$ cat src/hdl/distance_activity_tracker_core_assert.svh
// Assertion macros for the distance activity tracker.
// Concurrent checks are compiled for simulation only; synthesis sees empty bodies.
// Used by distance_activity_tracker_core.sv.
`ifndef DISTANCE_ACTIVITY_TRACKER_CORE_ASSERT_SVH
`define DISTANCE_ACTIVITY_TRACKER_CORE_ASSERT_SVH

`ifndef SYNTHESIS
`define DAT_ASSERT(lbl, clk, rst_n, prop, msg) \
  lbl: assert property (@(posedge clk) disable iff (!rst_n) prop) else $error(msg);
`define DAT_ASSERT_NEVER(lbl, clk, rst_n, cond, msg) \
  lbl: assert property (@(posedge clk) disable iff (!rst_n) !(cond)) else $error(msg);
`else
`define DAT_ASSERT(lbl, clk, rst_n, prop, msg)
`define DAT_ASSERT_NEVER(lbl, clk, rst_n, cond, msg)
`endif

`endif

$ cat src/hdl/dat_pkg.sv
// Shared types and constants of the distance activity tracker.
// No dependencies; used by the interfaces and every module of the block.
`default_nettype none

package dat_pkg;

  // Channel and field widths.
  localparam int unsigned NumSensors = 4;
  localparam int unsigned SensorIdxW = 2;
  localparam int unsigned DistW      = 16;
  localparam int unsigned TimeW      = 32;
  localparam int unsigned CvW        = 7;
  localparam int unsigned CcnW       = 7;
  localparam int unsigned SpeedW     = 8;
  localparam int unsigned PhaseW     = 16;
  localparam int unsigned ClampW     = 11;

  // Configuration port.
  localparam int unsigned PaddrW   = 5;
  localparam int unsigned ApbDataW = 32;
  localparam int unsigned RegIdxW  = 3;

  typedef enum logic [RegIdxW-1:0] {
    RegActThr      = 3'd0,
    RegQuietLimit  = 3'd1,
    RegCcThr       = 3'd2,
    RegIdleStep    = 3'd3,
    RegCcBase      = 3'd4
  } dat_reg_e;

  // Mapping constants.
  localparam int unsigned DistLo   = 50;
  localparam int unsigned DistHi   = 1200;
  localparam int unsigned DistMid  = 300;
  localparam int unsigned SpeedLo  = 20;
  localparam int unsigned SpeedMid = 100;
  localparam int unsigned SpeedHi  = 250;
  localparam int unsigned CvMax    = 127;

  // Division by constants as multiplication by a rounded-up reciprocal.
  // Each shift is large enough that the rounding error never reaches one
  // unit over the input range, so the truncated quotient is exact.
  localparam int unsigned CvShift  = 28;
  localparam int unsigned CvMulW   = 25;
  localparam int unsigned CvProdW  = ClampW + CvMulW;
  localparam logic [CvMulW-1:0] CvMul =
    CvMulW'(CvMax * ((1 << CvShift) / (DistHi - DistLo) + 1));

  localparam int unsigned SpdLoShift = 24;
  localparam int unsigned SpdLoXW    = 8;
  localparam int unsigned SpdLoMulW  = 23;
  localparam int unsigned SpdLoProdW = SpdLoXW + SpdLoMulW;
  localparam logic [SpdLoMulW-1:0] SpdLoMul =
    SpdLoMulW'((SpeedMid - SpeedLo) * ((1 << SpdLoShift) / (DistMid - DistLo) + 1));

  localparam int unsigned SpdHiShift = 28;
  localparam int unsigned SpdHiXW    = 10;
  localparam int unsigned SpdHiMulW  = 26;
  localparam int unsigned SpdHiProdW = SpdHiXW + SpdHiMulW;
  localparam logic [SpdHiMulW-1:0] SpdHiMul =
    SpdHiMulW'((SpeedHi - SpeedMid) * ((1 << SpdHiShift) / (DistHi - DistMid) + 1));

  // Register reset values.
  localparam logic [7:0]  ActThrRst      = 8'd3;
  localparam logic [15:0] QuietLimitRst  = 16'd2000;
  localparam logic [6:0]  CcThrRst       = 7'd3;
  localparam logic [7:0]  IdleStepRst    = 8'd10;
  localparam logic [6:0]  CcBaseRst      = 7'd10;

  typedef struct packed {
    logic [7:0]  act_thr;
    logic [15:0] quiet_limit;
    logic [6:0]  cc_thr;
    logic [7:0]  idle_step;
    logic [6:0]  cc_base;
  } dat_cfg_t;

  // One sample with its input-only mappings already worked out.
  typedef struct packed {
    logic [SensorIdxW-1:0] idx;
    logic [DistW-1:0]      distance;
    logic [TimeW-1:0]      now;
    logic [CvW-1:0]        cv;
    logic [SpeedW-1:0]     speed;
  } dat_item_t;

  // Per-sensor state, one memory word.
  typedef struct packed {
    logic [DistW-1:0]  prev_dist;
    logic              active;
    logic [TimeW-1:0]  act_time;
    logic [SpeedW-1:0] speed;
    logic [PhaseW-1:0] phase;
    logic [CvW-1:0]    last_sent;
  } dat_state_t;

  typedef struct packed {
    logic [CvW-1:0]    control_value;
    logic              send_control;
    logic [CcnW-1:0]   controller_number;
    logic              channel_active;
    logic [SpeedW-1:0] animation_speed;
    logic [PhaseW-1:0] animation_phase;
  } dat_result_t;

endpackage

`default_nettype wire

$ cat src/hdl/dat_stream_if.sv
// Valid/ready stream interfaces for samples and results.
// Depends on dat_pkg for the field widths.
`default_nettype none

interface dat_in_if;
  logic                            valid;
  logic                            ready;
  logic [dat_pkg::SensorIdxW-1:0]  sensor_index;
  logic [dat_pkg::DistW-1:0]       distance_mm;
  logic [dat_pkg::TimeW-1:0]       time_ms;

  modport source (output valid, sensor_index, distance_mm, time_ms, input ready);
  modport sink   (input valid, sensor_index, distance_mm, time_ms, output ready);
endinterface

interface dat_out_if;
  logic                        valid;
  logic                        ready;
  logic [dat_pkg::CvW-1:0]     control_value;
  logic                        send_control;
  logic [dat_pkg::CcnW-1:0]    controller_number;
  logic                        channel_active;
  logic [dat_pkg::SpeedW-1:0]  animation_speed;
  logic [dat_pkg::PhaseW-1:0]  animation_phase;

  modport source (output valid, control_value, send_control, controller_number,
                  channel_active, animation_speed, animation_phase, input ready);
  modport sink   (input valid, control_value, send_control, controller_number,
                  channel_active, animation_speed, animation_phase, output ready);
endinterface

`default_nettype wire

$ cat src/hdl/distance_activity_tracker_core.sv
// Distance activity tracker: per-sensor control value and activity tracking.
// Depends on dat_pkg, dat_stream_if, dat_cfg_regs, dat_update and the assertion header.
//
//   Channel   Direction  Handshake              Carries
//   in_i      sink       valid/ready            sensor_index, distance_mm, time_ms
//   out_o     source     valid/ready            control value, flags, speed, phase
//   APB       slave      psel/penable/pready    five configuration registers
//
// One transaction is accepted per cycle while the output is not stalled; its result
// passes through a memory-read stage and an update stage feeding the output register.
// The state memory has one read port and one write port, so a read and a write-back
// can take place in the same cycle.
// Reset clears the pipeline and output valid flags and the entry valid bits; an entry
// never written reads as all zero, so no clearing pass is needed.
// When the output is stalled the update stage holds and the input stops taking new
// transactions until the held result can move into the output register.
`default_nettype none

`include "distance_activity_tracker_core_assert.svh"

module distance_activity_tracker_core (
  input  wire logic                          clk_i,
  input  wire logic                          rst_ni,
  dat_in_if.sink                             in_i,
  dat_out_if.source                          out_o,
  input  wire logic                          psel,
  input  wire logic                          penable,
  input  wire logic                          pwrite,
  input  wire logic [dat_pkg::PaddrW-1:0]    paddr,
  input  wire logic [dat_pkg::ApbDataW-1:0]  pwdata,
  output logic      [dat_pkg::ApbDataW-1:0]  prdata,
  output logic                               pready
);

  // ---------------------------------------------------------------------------
  // Configuration registers
  // ---------------------------------------------------------------------------
  dat_pkg::dat_cfg_t cfg;

  dat_cfg_regs u_cfg (
    .clk_i   (clk_i),
    .rst_ni  (rst_ni),
    .psel    (psel),
    .penable (penable),
    .pwrite  (pwrite),
    .paddr   (paddr),
    .pwdata  (pwdata),
    .prdata  (prdata),
    .pready  (pready),
    .cfg_o   (cfg)
  );

  // ---------------------------------------------------------------------------
  // Pipeline control
  // ---------------------------------------------------------------------------
  // The update stage advances when the output register is empty or being
  // drained this cycle; the input is taken whenever the update stage will be
  // free at the next edge.
  logic s1_valid_q;
  logic s1_adv;
  logic in_ready;
  logic in_acc;
  logic out_valid_q;

  assign s1_adv   = s1_valid_q && (!out_valid_q || out_o.ready);
  assign in_ready = !s1_valid_q || s1_adv;
  assign in_acc   = in_i.valid && in_ready;
  assign in_i.ready = in_ready;

  // ---------------------------------------------------------------------------
  // Input-only mappings, computed in the acceptance cycle
  // ---------------------------------------------------------------------------
  // The distance is clamped first; the control value and the activity speed
  // depend on the sample alone and are registered alongside it, so the update
  // stage only has compares, differences and adds.
  logic [dat_pkg::ClampW-1:0]     clamped;
  logic [dat_pkg::ClampW-1:0]     cv_x;
  logic [dat_pkg::CvProdW-1:0]    cv_prod;
  logic                           below_mid;
  logic [dat_pkg::SpdLoXW-1:0]    lo_x;
  logic [dat_pkg::SpdLoProdW-1:0] lo_prod;
  logic [dat_pkg::SpdHiXW-1:0]    hi_x;
  logic [dat_pkg::SpdHiProdW-1:0] hi_prod;
  logic [dat_pkg::SpeedW-1:0]     spd_lo;
  logic [dat_pkg::SpeedW-1:0]     spd_hi;
  dat_pkg::dat_item_t             item_d;

  always_comb begin
    priority if (in_i.distance_mm < dat_pkg::DistW'(dat_pkg::DistLo)) begin
      clamped = dat_pkg::ClampW'(dat_pkg::DistLo);
    end else if (in_i.distance_mm > dat_pkg::DistW'(dat_pkg::DistHi)) begin
      clamped = dat_pkg::ClampW'(dat_pkg::DistHi);
    end else begin
      clamped = in_i.distance_mm[dat_pkg::ClampW-1:0];
    end
  end

  // Scaling of the clamped range onto 0..127, truncated.
  assign cv_x    = clamped - dat_pkg::ClampW'(dat_pkg::DistLo);
  assign cv_prod = dat_pkg::CvProdW'(cv_x) * dat_pkg::CvProdW'(dat_pkg::CvMul);

  // Speed: a steep segment below the mid distance and a shallow one above it.
  assign below_mid = clamped < dat_pkg::ClampW'(dat_pkg::DistMid);
  assign lo_x      = dat_pkg::SpdLoXW'(clamped - dat_pkg::ClampW'(dat_pkg::DistLo));
  assign hi_x      = dat_pkg::SpdHiXW'(clamped - dat_pkg::ClampW'(dat_pkg::DistMid));
  assign lo_prod   = dat_pkg::SpdLoProdW'(lo_x) * dat_pkg::SpdLoProdW'(dat_pkg::SpdLoMul);
  assign hi_prod   = dat_pkg::SpdHiProdW'(hi_x) * dat_pkg::SpdHiProdW'(dat_pkg::SpdHiMul);
  assign spd_lo    = lo_prod[dat_pkg::SpdLoShift +: dat_pkg::SpeedW]
                   + dat_pkg::SpeedW'(dat_pkg::SpeedLo);
  assign spd_hi    = hi_prod[dat_pkg::SpdHiShift +: dat_pkg::SpeedW]
                   + dat_pkg::SpeedW'(dat_pkg::SpeedMid);

  always_comb begin
    item_d.idx      = in_i.sensor_index;
    item_d.distance = in_i.distance_mm;
    item_d.now      = in_i.time_ms;
    item_d.cv       = cv_prod[dat_pkg::CvShift +: dat_pkg::CvW];
    item_d.speed    = below_mid ? spd_lo : spd_hi;
  end

  // ---------------------------------------------------------------------------
  // State memory with valid bits and write-to-read forwarding
  // ---------------------------------------------------------------------------
  // The read for a new transaction is issued at its acceptance edge, the same
  // edge at which the previous transaction writes its updated word back.  When
  // both address the same sensor the memory would return the old word, so the
  // word being written is captured and used instead.
  dat_pkg::dat_state_t            mem_q [dat_pkg::NumSensors];
  dat_pkg::dat_state_t            rd_data_q;
  logic [dat_pkg::NumSensors-1:0] valid_q;
  logic                           rd_valid_q;
  logic                           fwd_q;
  dat_pkg::dat_state_t            fwd_data_q;
  dat_pkg::dat_item_t             s1_item_q;
  dat_pkg::dat_state_t            cur_state;
  dat_pkg::dat_state_t            upd_state;
  logic                           upd_we;
  logic                           mem_we;
  logic [dat_pkg::SensorIdxW-1:0] wr_addr;
  logic                           fwd_d;
  dat_pkg::dat_result_t           res;
  dat_pkg::dat_result_t           out_data_q;
  logic                           active_slow;

  assign wr_addr = s1_item_q.idx;
  assign mem_we  = s1_adv && upd_we;
  assign fwd_d   = mem_we && (wr_addr == in_i.sensor_index);

  always_ff @(posedge clk_i) begin
    if (mem_we) begin
      mem_q[wr_addr] <= upd_state;
    end
    if (in_acc) begin
      rd_data_q  <= mem_q[in_i.sensor_index];
      fwd_data_q <= upd_state;
      s1_item_q  <= item_d;
    end
  end

  always_ff @(posedge clk_i or negedge rst_ni) begin
    if (!rst_ni) begin
      valid_q    <= '0;
      rd_valid_q <= 1'b0;
      fwd_q      <= 1'b0;
    end else begin
      if (mem_we) begin
        valid_q[wr_addr] <= 1'b1;
      end
      if (in_acc) begin
        rd_valid_q <= valid_q[in_i.sensor_index];
        fwd_q      <= fwd_d;
      end
    end
  end

  always_comb begin
    priority if (fwd_q) begin
      cur_state = fwd_data_q;
    end else if (rd_valid_q) begin
      cur_state = rd_data_q;
    end else begin
      cur_state = '0;
    end
  end

  // ---------------------------------------------------------------------------
  // Update stage
  // ---------------------------------------------------------------------------
  dat_update u_update (
    .item_i   (s1_item_q),
    .state_i  (cur_state),
    .cfg_i    (cfg),
    .state_o  (upd_state),
    .we_o     (upd_we),
    .result_o (res)
  );

  always_ff @(posedge clk_i or negedge rst_ni) begin
    if (!rst_ni) begin
      s1_valid_q  <= 1'b0;
      out_valid_q <= 1'b0;
    end else begin
      if (in_acc) begin
        s1_valid_q <= 1'b1;
      end else if (s1_adv) begin
        s1_valid_q <= 1'b0;
      end
      if (s1_adv) begin
        out_valid_q <= 1'b1;
      end else if (out_o.ready) begin
        out_valid_q <= 1'b0;
      end
    end
  end

  always_ff @(posedge clk_i) begin
    if (s1_adv) begin
      out_data_q <= res;
    end
  end

  // ---------------------------------------------------------------------------
  // Output register
  // ---------------------------------------------------------------------------
  assign out_o.valid             = out_valid_q;
  assign out_o.control_value     = out_data_q.control_value;
  assign out_o.send_control      = out_data_q.send_control;
  assign out_o.controller_number = out_data_q.controller_number;
  assign out_o.channel_active    = out_data_q.channel_active;
  assign out_o.animation_speed   = out_data_q.animation_speed;
  assign out_o.animation_phase   = out_data_q.animation_phase;

  // ---------------------------------------------------------------------------
  // Assertions
  // ---------------------------------------------------------------------------
  // An active channel always carries a speed set by activity, never below the minimum.
  assign active_slow = res.channel_active
                     && (res.animation_speed < dat_pkg::SpeedW'(dat_pkg::SpeedLo));

  `DAT_ASSERT(a_fwd_capture, clk_i, rst_ni, (in_acc && fwd_d) |=> fwd_q, "missed forwarding")
  `DAT_ASSERT(a_valid_after_write, clk_i, rst_ni, mem_we |=> valid_q[$past(wr_addr)], "no valid")
  `DAT_ASSERT_NEVER(a_active_speed, clk_i, rst_ni, s1_adv && active_slow, "speed too low")

endmodule

`default_nettype wire

$ cat src/hdl/dat_cfg_regs.sv
// APB-style configuration registers of the distance activity tracker.
// Depends on dat_pkg for the register map and the configuration struct.
`default_nettype none

module dat_cfg_regs (
  input  wire logic                          clk_i,
  input  wire logic                          rst_ni,
  input  wire logic                          psel,
  input  wire logic                          penable,
  input  wire logic                          pwrite,
  input  wire logic [dat_pkg::PaddrW-1:0]    paddr,
  input  wire logic [dat_pkg::ApbDataW-1:0]  pwdata,
  output logic      [dat_pkg::ApbDataW-1:0]  prdata,
  output logic                               pready,
  output dat_pkg::dat_cfg_t                  cfg_o
);

  dat_pkg::dat_cfg_t                 cfg_q;
  logic                              wr_en;
  logic [dat_pkg::RegIdxW-1:0]       reg_idx;

  assign pready  = 1'b1;
  assign wr_en   = psel & penable & pwrite & pready;
  assign reg_idx = paddr[dat_pkg::PaddrW-1:2];
  assign cfg_o   = cfg_q;

  always_ff @(posedge clk_i or negedge rst_ni) begin
    if (!rst_ni) begin
      cfg_q.act_thr      <= dat_pkg::ActThrRst;
      cfg_q.quiet_limit  <= dat_pkg::QuietLimitRst;
      cfg_q.cc_thr       <= dat_pkg::CcThrRst;
      cfg_q.idle_step    <= dat_pkg::IdleStepRst;
      cfg_q.cc_base      <= dat_pkg::CcBaseRst;
    end else if (wr_en) begin
      unique case (reg_idx)
        dat_pkg::RegActThr:      cfg_q.act_thr      <= pwdata[7:0];
        dat_pkg::RegQuietLimit:  cfg_q.quiet_limit  <= pwdata[15:0];
        dat_pkg::RegCcThr:       cfg_q.cc_thr       <= pwdata[6:0];
        dat_pkg::RegIdleStep:    cfg_q.idle_step    <= pwdata[7:0];
        dat_pkg::RegCcBase:      cfg_q.cc_base      <= pwdata[6:0];
        default: ;
      endcase
    end
  end

  always_comb begin
    prdata = '0;
    unique case (reg_idx)
      dat_pkg::RegActThr:      prdata = dat_pkg::ApbDataW'(cfg_q.act_thr);
      dat_pkg::RegQuietLimit:  prdata = dat_pkg::ApbDataW'(cfg_q.quiet_limit);
      dat_pkg::RegCcThr:       prdata = dat_pkg::ApbDataW'(cfg_q.cc_thr);
      dat_pkg::RegIdleStep:    prdata = dat_pkg::ApbDataW'(cfg_q.idle_step);
      dat_pkg::RegCcBase:      prdata = dat_pkg::ApbDataW'(cfg_q.cc_base);
      default:                 prdata = '0;
    endcase
  end

endmodule

`default_nettype wire

$ cat src/hdl/dat_update.sv
// Read-modify-write update of one sensor's state word.
// Depends on dat_pkg for the item, state, configuration and result types.
`default_nettype none

module dat_update (
  input  wire dat_pkg::dat_item_t    item_i,
  input  wire dat_pkg::dat_state_t   state_i,
  input  wire dat_pkg::dat_cfg_t     cfg_i,
  output dat_pkg::dat_state_t        state_o,
  output logic                       we_o,
  output dat_pkg::dat_result_t       result_o
);

  logic                          in_range;
  logic [dat_pkg::CvW-1:0]       cv_diff;
  logic                          send;
  logic [dat_pkg::DistW-1:0]     dist_diff;
  logic                          activity;
  logic [dat_pkg::TimeW-1:0]     elapsed;
  logic                          timed_out;
  logic [dat_pkg::SpeedW-1:0]    step;
  dat_pkg::dat_state_t           nxt;

  assign in_range = {1'b0, item_i.idx} < (dat_pkg::SensorIdxW + 1)'(dat_pkg::NumSensors);

  assign cv_diff  = (item_i.cv >= state_i.last_sent) ? item_i.cv - state_i.last_sent
                                                      : state_i.last_sent - item_i.cv;
  assign send     = cv_diff > cfg_i.cc_thr;

  assign dist_diff = (item_i.distance >= state_i.prev_dist)
                   ? item_i.distance - state_i.prev_dist
                   : state_i.prev_dist - item_i.distance;
  assign activity  = dist_diff > dat_pkg::DistW'(cfg_i.act_thr);

  // Wrapping subtraction keeps the timeout correct across a timestamp rollover.
  assign elapsed   = item_i.now - state_i.act_time;
  assign timed_out = state_i.active && (elapsed > dat_pkg::TimeW'(cfg_i.quiet_limit));

  always_comb begin
    nxt           = state_i;
    nxt.prev_dist = item_i.distance;
    if (send) begin
      nxt.last_sent = item_i.cv;
    end
    priority if (activity) begin
      nxt.active   = 1'b1;
      nxt.act_time = item_i.now;
      nxt.speed    = item_i.speed;
    end else if (timed_out) begin
      nxt.active = 1'b0;
    end else begin
      nxt.active = state_i.active;
    end
    step      = nxt.active ? nxt.speed : cfg_i.idle_step;
    nxt.phase = state_i.phase + dat_pkg::PhaseW'(step);
  end

  assign state_o = nxt;
  assign we_o    = in_range;

  always_comb begin
    result_o.control_value     = item_i.cv;
    result_o.controller_number = cfg_i.cc_base + dat_pkg::CcnW'(item_i.idx);
    result_o.send_control      = in_range & send;
    result_o.channel_active    = in_range & nxt.active;
    result_o.animation_speed   = in_range ? nxt.speed : '0;
    result_o.animation_phase   = in_range ? nxt.phase : '0;
  end

endmodule

`default_nettype wire

$ cat src/flat_wrapper.sv
// flat-port wrapper written by rule: the top's interface ports become plain ports
module distance_activity_tracker_core_flat 
  (clk_i, rst_ni, psel, penable, pwrite, paddr, pwdata, prdata, pready, in_i_valid, in_i_sensor_index, in_i_distance_mm, in_i_time_ms, in_i_ready, out_o_valid, out_o_control_value, out_o_send_control, out_o_controller_number, out_o_channel_active, out_o_animation_speed, out_o_animation_phase, out_o_ready);
  dat_in_if in_i_i ();
  dat_out_if out_o_i ();
  input  wire logic clk_i;
  input  wire logic rst_ni;
  input  wire logic psel;
  input  wire logic penable;
  input  wire logic pwrite;
  input  wire logic [dat_pkg::PaddrW-1:0] paddr;
  input  wire logic [dat_pkg::ApbDataW-1:0] pwdata;
  output logic      [dat_pkg::ApbDataW-1:0] prdata;
  output logic pready;
  input wire logic [$bits(in_i_i.valid)-1:0] in_i_valid;
  input wire logic [$bits(in_i_i.sensor_index)-1:0] in_i_sensor_index;
  input wire logic [$bits(in_i_i.distance_mm)-1:0] in_i_distance_mm;
  input wire logic [$bits(in_i_i.time_ms)-1:0] in_i_time_ms;
  output wire logic [$bits(in_i_i.ready)-1:0] in_i_ready;
  output wire logic [$bits(out_o_i.valid)-1:0] out_o_valid;
  output wire logic [$bits(out_o_i.control_value)-1:0] out_o_control_value;
  output wire logic [$bits(out_o_i.send_control)-1:0] out_o_send_control;
  output wire logic [$bits(out_o_i.controller_number)-1:0] out_o_controller_number;
  output wire logic [$bits(out_o_i.channel_active)-1:0] out_o_channel_active;
  output wire logic [$bits(out_o_i.animation_speed)-1:0] out_o_animation_speed;
  output wire logic [$bits(out_o_i.animation_phase)-1:0] out_o_animation_phase;
  input wire logic [$bits(out_o_i.ready)-1:0] out_o_ready;
  assign in_i_i.valid = in_i_valid;
  assign in_i_i.sensor_index = in_i_sensor_index;
  assign in_i_i.distance_mm = in_i_distance_mm;
  assign in_i_i.time_ms = in_i_time_ms;
  assign in_i_ready = in_i_i.ready;
  assign out_o_valid = out_o_i.valid;
  assign out_o_control_value = out_o_i.control_value;
  assign out_o_send_control = out_o_i.send_control;
  assign out_o_controller_number = out_o_i.controller_number;
  assign out_o_channel_active = out_o_i.channel_active;
  assign out_o_animation_speed = out_o_i.animation_speed;
  assign out_o_animation_phase = out_o_i.animation_phase;
  assign out_o_i.ready = out_o_ready;
  distance_activity_tracker_core u_core (.clk_i(clk_i), .rst_ni(rst_ni), .in_i(in_i_i), .out_o(out_o_i), .psel(psel), .penable(penable), .pwrite(pwrite), .paddr(paddr), .pwdata(pwdata), .prdata(prdata), .pready(pready));
endmodule
$ cat config.mk
export PLATFORM = sky130hd
export DESIGN_NAME = distance_activity_tracker_core_flat
export DESIGN_NICKNAME = d
export VERILOG_FILES = /design/src/hdl/dat_pkg.sv /design/src/hdl/dat_stream_if.sv /design/src/hdl/distance_activity_tracker_core.sv /design/src/hdl/dat_cfg_regs.sv /design/src/hdl/dat_update.sv /design/src/flat_wrapper.sv
export VERILOG_INCLUDE_DIRS = /design/src /design/src/hdl
export SDC_FILE = /design/constraint.sdc
export NUM_CORES = 1
export LEC_CHECK = 0
export BUFFER_PORTS_ARGS = -buffer_cell sky130_fd_sc_hd__buf_4
export CAP_MARGIN = 15
export CORE_UTILIZATION = 50
export DETAILED_ROUTE_END_ITERATION = 10
export PLACE_DENSITY_LB_ADDON = 0.3
export SKIP_LAST_GASP = 1
export SLEW_MARGIN = 20
export SYNTH_ARGS = -nofsm -noshare
export SYNTH_HDL_FRONTEND = slang
export SYNTH_SLANG_ARGS = --single-unit
export TNS_END_PERCENT = 10
$ cat constraint.sdc
create_clock -name clk_i -period 7.95 [get_ports clk_i]
set_input_delay 1.59 -clock clk_i [delete_from_list [all_inputs] [get_ports clk_i]]
set_output_delay 1.59 -clock clk_i [all_outputs]
set_load 0.05 [all_outputs]
==> flow_summary.toml <==
[setup_path]
required_ns = 8.30
worstSetupEndpointType = "flip-flop"
reg2reg_setup_slack_ns = 0.12
rr_endpoint = "u_core.mem_q[0][19]"
crit-reg2reg-launch = "u_core.fwd_q"
slowest_delay_ns = 0.51
crit_arrival_ns = 8.40
crit_path_top_delay_cell = "fa_1"
r2r.worst_path.cells = 33
crit_top_cell = "fa_1"
crit_type = "primary input to flip-flop"
critPathLaunchType = "primary input"
cp_max_fo = 5

[placed_design]
pre_cts_ws_ns = -1.08
finalWeightedCongestion = 0.927
dp.cells = 3863
port_buffers = 133
place_hpwl_mm = 58.4

[synth]
yosysTopAreaCell = "edfxtp_1"
ys.warnings.count = 0
synth.distinct_cells = 87
synth_edf_count = 585
synth_adder_area_share = 0.172
syn_area_per_cell_sq_um = 13.6
async_flop_share = 0.0845
yosysMostFrequentCell = "edfxtp_1"
synth_seq_cells = 639
synthMuxAreaShare = 0.0786
synthTopCellsByCount = "edfxtp_1 (585), inv_1 (325), ha_1 (295)"
ys_seq_area_frac = 0.530
synth_compound_area_frac = 0.0948
synth_top_area_share = 0.492
synth_top_family_by_area = "adder cells"
syn-cell-area_sq_mm = 0.0357
yosys-top-cells-area = "edfxtp_1 (49%), ha_1 (10%), fa_1 (6.8%), mux4_2 (5.1%), inv_1 (3.4%)"
synthSimpleGateAreaFrac = 0.0540
synthXorXnorAreaFrac = 0.0226
yosys_most_used_dff = "edfxtp_1"
synth_cells = 2629

[global_routing]
grt_pass1_vias = 23300
grt_max_degree = 114
grt_util_all_layers = 0.229
grt-ovfl-total = 0
antenna_found_initial = 1
grt_pass1_wl_mm = 130

[detailed_routing]
firstDrtPassIters = 5
routed_wl_mm = 82.6
route.vias.total = 22400
post_drt_wl_per_cell_microns = 20.6
via_per_inst = 5.59
drt_iter0_drc = 1513
ant_nets = 0
drc = 0

[pwr]
p_total_mw = 10.8
p_per_area_mw_per_mm2 = 254
peakVddDrop_mv = 0.175
p_leak_nw = 17.7

[min_path]
hold_path.class = "flip-flop to flip-flop"
hold_start = "u_core.valid_q[2]"
min_to = "u_core.valid_q[2]"
hold_depth = 1

[cts]
clk_pin_slew_ns = 0.06
cts_max_level = 3
clkSinkCount = 639
clk-insertion-delay-late_ns = 0.63
clockBufferDepth = 3
tritoncts = "built"
clockRootBuffer = "clkbuf_16"
cts_buffers = 69

[sta]
fin_crit_sh = 1.01
finalSetupViolCount = 4
rsz0062_at_grt = "yes"
tightest_slew_ns = 1.03
setup_slack_ns = -0.101
fmax_mhz = 124
fin_hold_ws_ns = 0.493
finClkSkew_ns = 0.0480
max_slew_margin = 0.313
hold_violations = 0
period_needed_ns = 8.05
slew_viol_final = 0

[cells_and_area]
finish.utilization = 0.601
drive_above_1_share = 0.242
syn_to_final_growth_pct = 18.6
num-fill-cells = 5451
layout.cells.non_filler = 4012
final_nets = 3529
seq_area_sq_mm = 0.0189
multi_input_area_sq_mm = 0.0156
diodes = 0

[run_status]
violations = "negative setup slack"
status = "complete, but fails checks"

[floorplan]
num_io_pins = 169
dieArea_sq_mm = 0.0725
start_util = 0.507
fp.dieH_microns = 269
fp.dieW_microns = 269
coreArea_sq_mm = 0.0704
rows = 97

[job]
maxCapViolations = 0
-- through the flow --
stage	TNS (ns)	area (sq um)
final	-0.168	42300
after global routing	-9.88	42300
after CTS	-0.419	42000
after detailed placement	-11.06	39600
after global placement	-9.89	39600
after floorplan	-1.10	36000
-- worst max-delay path by stage --
stage	from	endpoint	slack [ns]	cells after the start
final	in_i_distance_mm[1]	u_core.s1_item_q[7]	-0.10	29
after global routing	in_i_distance_mm[1]	u_core.s1_item_q[7]	-0.35	29
after CTS	u_core.fwd_q	u_core.fwd_data_q[20]	-0.06	34
after detailed placement	in_i_distance_mm[14]	u_core.s1_item_q[12]	-1.08	31
after global placement	in_i_distance_mm[14]	u_core.s1_item_q[12]	-1.01	31
after floorplan	in_i_distance_mm[3]	u_core.s1_item_q[7]	-0.28	33
-- repair_timing --
action | in CTS | in global routing
gates resized for setup | 13 | 41
setup buffers | 6 | 18
hold buffers | 0 | 0
pin swaps | 11 | 48
setup endpoints to repair | 23 | 58
hold endpoints to repair | 0 | 0
cloned | 0 | 0
-- layout make-up --
class | instances | area share
clock buffer | 87 | 0.0433
clock inverter | 38 | 0.0107
inverter | 325 | 0.0291
multi-input combinational | 1578 | 0.369
sequential | 639 | 0.447
tap | 940 | 0.0278
timing repair buffer | 405 | 0.0730
-- critical path, delay by kind of cell --
family | cells | cell delay (ns)
AOI/OAI and AO/OA | 12 | 2.44
xor gates and xnor gates | 2 | 0.22
adders and majority gates | 6 | 2.69
buffers and inverters | 4 | 0.39
and+or+nand+nor | 5 | 1.06
-- registers in the layout, summed over array words and instances, names as in the netlist --
name,cells
u_core.out_o.send_control,1
u_core.rd_data_q,80
u_core.wr_addr,2
u_core.fwd_q,1
u_core.s1_item_q,63
u_core.mem_q,320
u_core.u_cfg.cfg_o,46
u_core.out_o.channel_active,1
u_core.out_o.control_value,7
u_core.out_o.animation_speed,8
u_core.out_o.animation_phase,16
u_core.out_o.controller_number,7
u_core.fwd_data_q,80
u_core.valid_q,4
u_core.out_o.valid,1
u_core.s1_valid_q,1
u_core.rd_valid_q,1
-- power by group --
| part | internal [mW] | total, mW | switching, mW |
|---|---|---|---|
| logic | 1.32 | 3.18 | 1.86 |
| registers | 4.25 | 4.40 | 0.156 |
| clock network | 1.85 | 3.19 | 1.34 |
| total | 7.42 | 10.8 | 3.35 |
-- cell families (layout without fill, tap and decap cells) --
family	Yosys count	in the layout
xor+xnor	92	92
mux	173	173
flops	639	639
fa+ha+maj	417	417
compound gates	493	493
buf+inv	427	855
simple gates	386	386
other cells	2	17
-- cell usage in the layout (no fill, tap or decap), types with 8 or more instances in the layout --
cell type    n
nor3_1      21
ha_1       291
buf_4      397
o21bai_1    11
xor2_1      30
dfstp_2     14
clkinv_1    15
mux2i_1     43
mux2_2      42
a211oi_1    13
o211ai_1    14
and3_1      12
nand2_1    109
nand2b_1    12
inv_2        8
inv_1      315
a22oi_1     73
a21o_1      56
o21a_1      17
o21ai_0     78
conb_1      17
dfrtp_1     39
a31oi_1     12
mux4_2      81
and2_1      13
xnor2_1     56
nor2b_1     21
clkbuf_1    14
nand4_1     14
a22o_1      20
clkbuf_16   69
nand3_1     35
fa_1       119
o22ai_1     12
or2_2        9
a21oi_1     94
nor2_1      75
edfxtp_1   585
-- routing by layer --
layer,vias up,GRT usage,routed length (microns)
li1,10400,-,-
met1,11300,0.307,35800
met2,539,0.386,40800
met3,125,0.0327,3810
met4,2,0.0707,2190
met5,-,0,17
(Power assumes the default switching activity.)
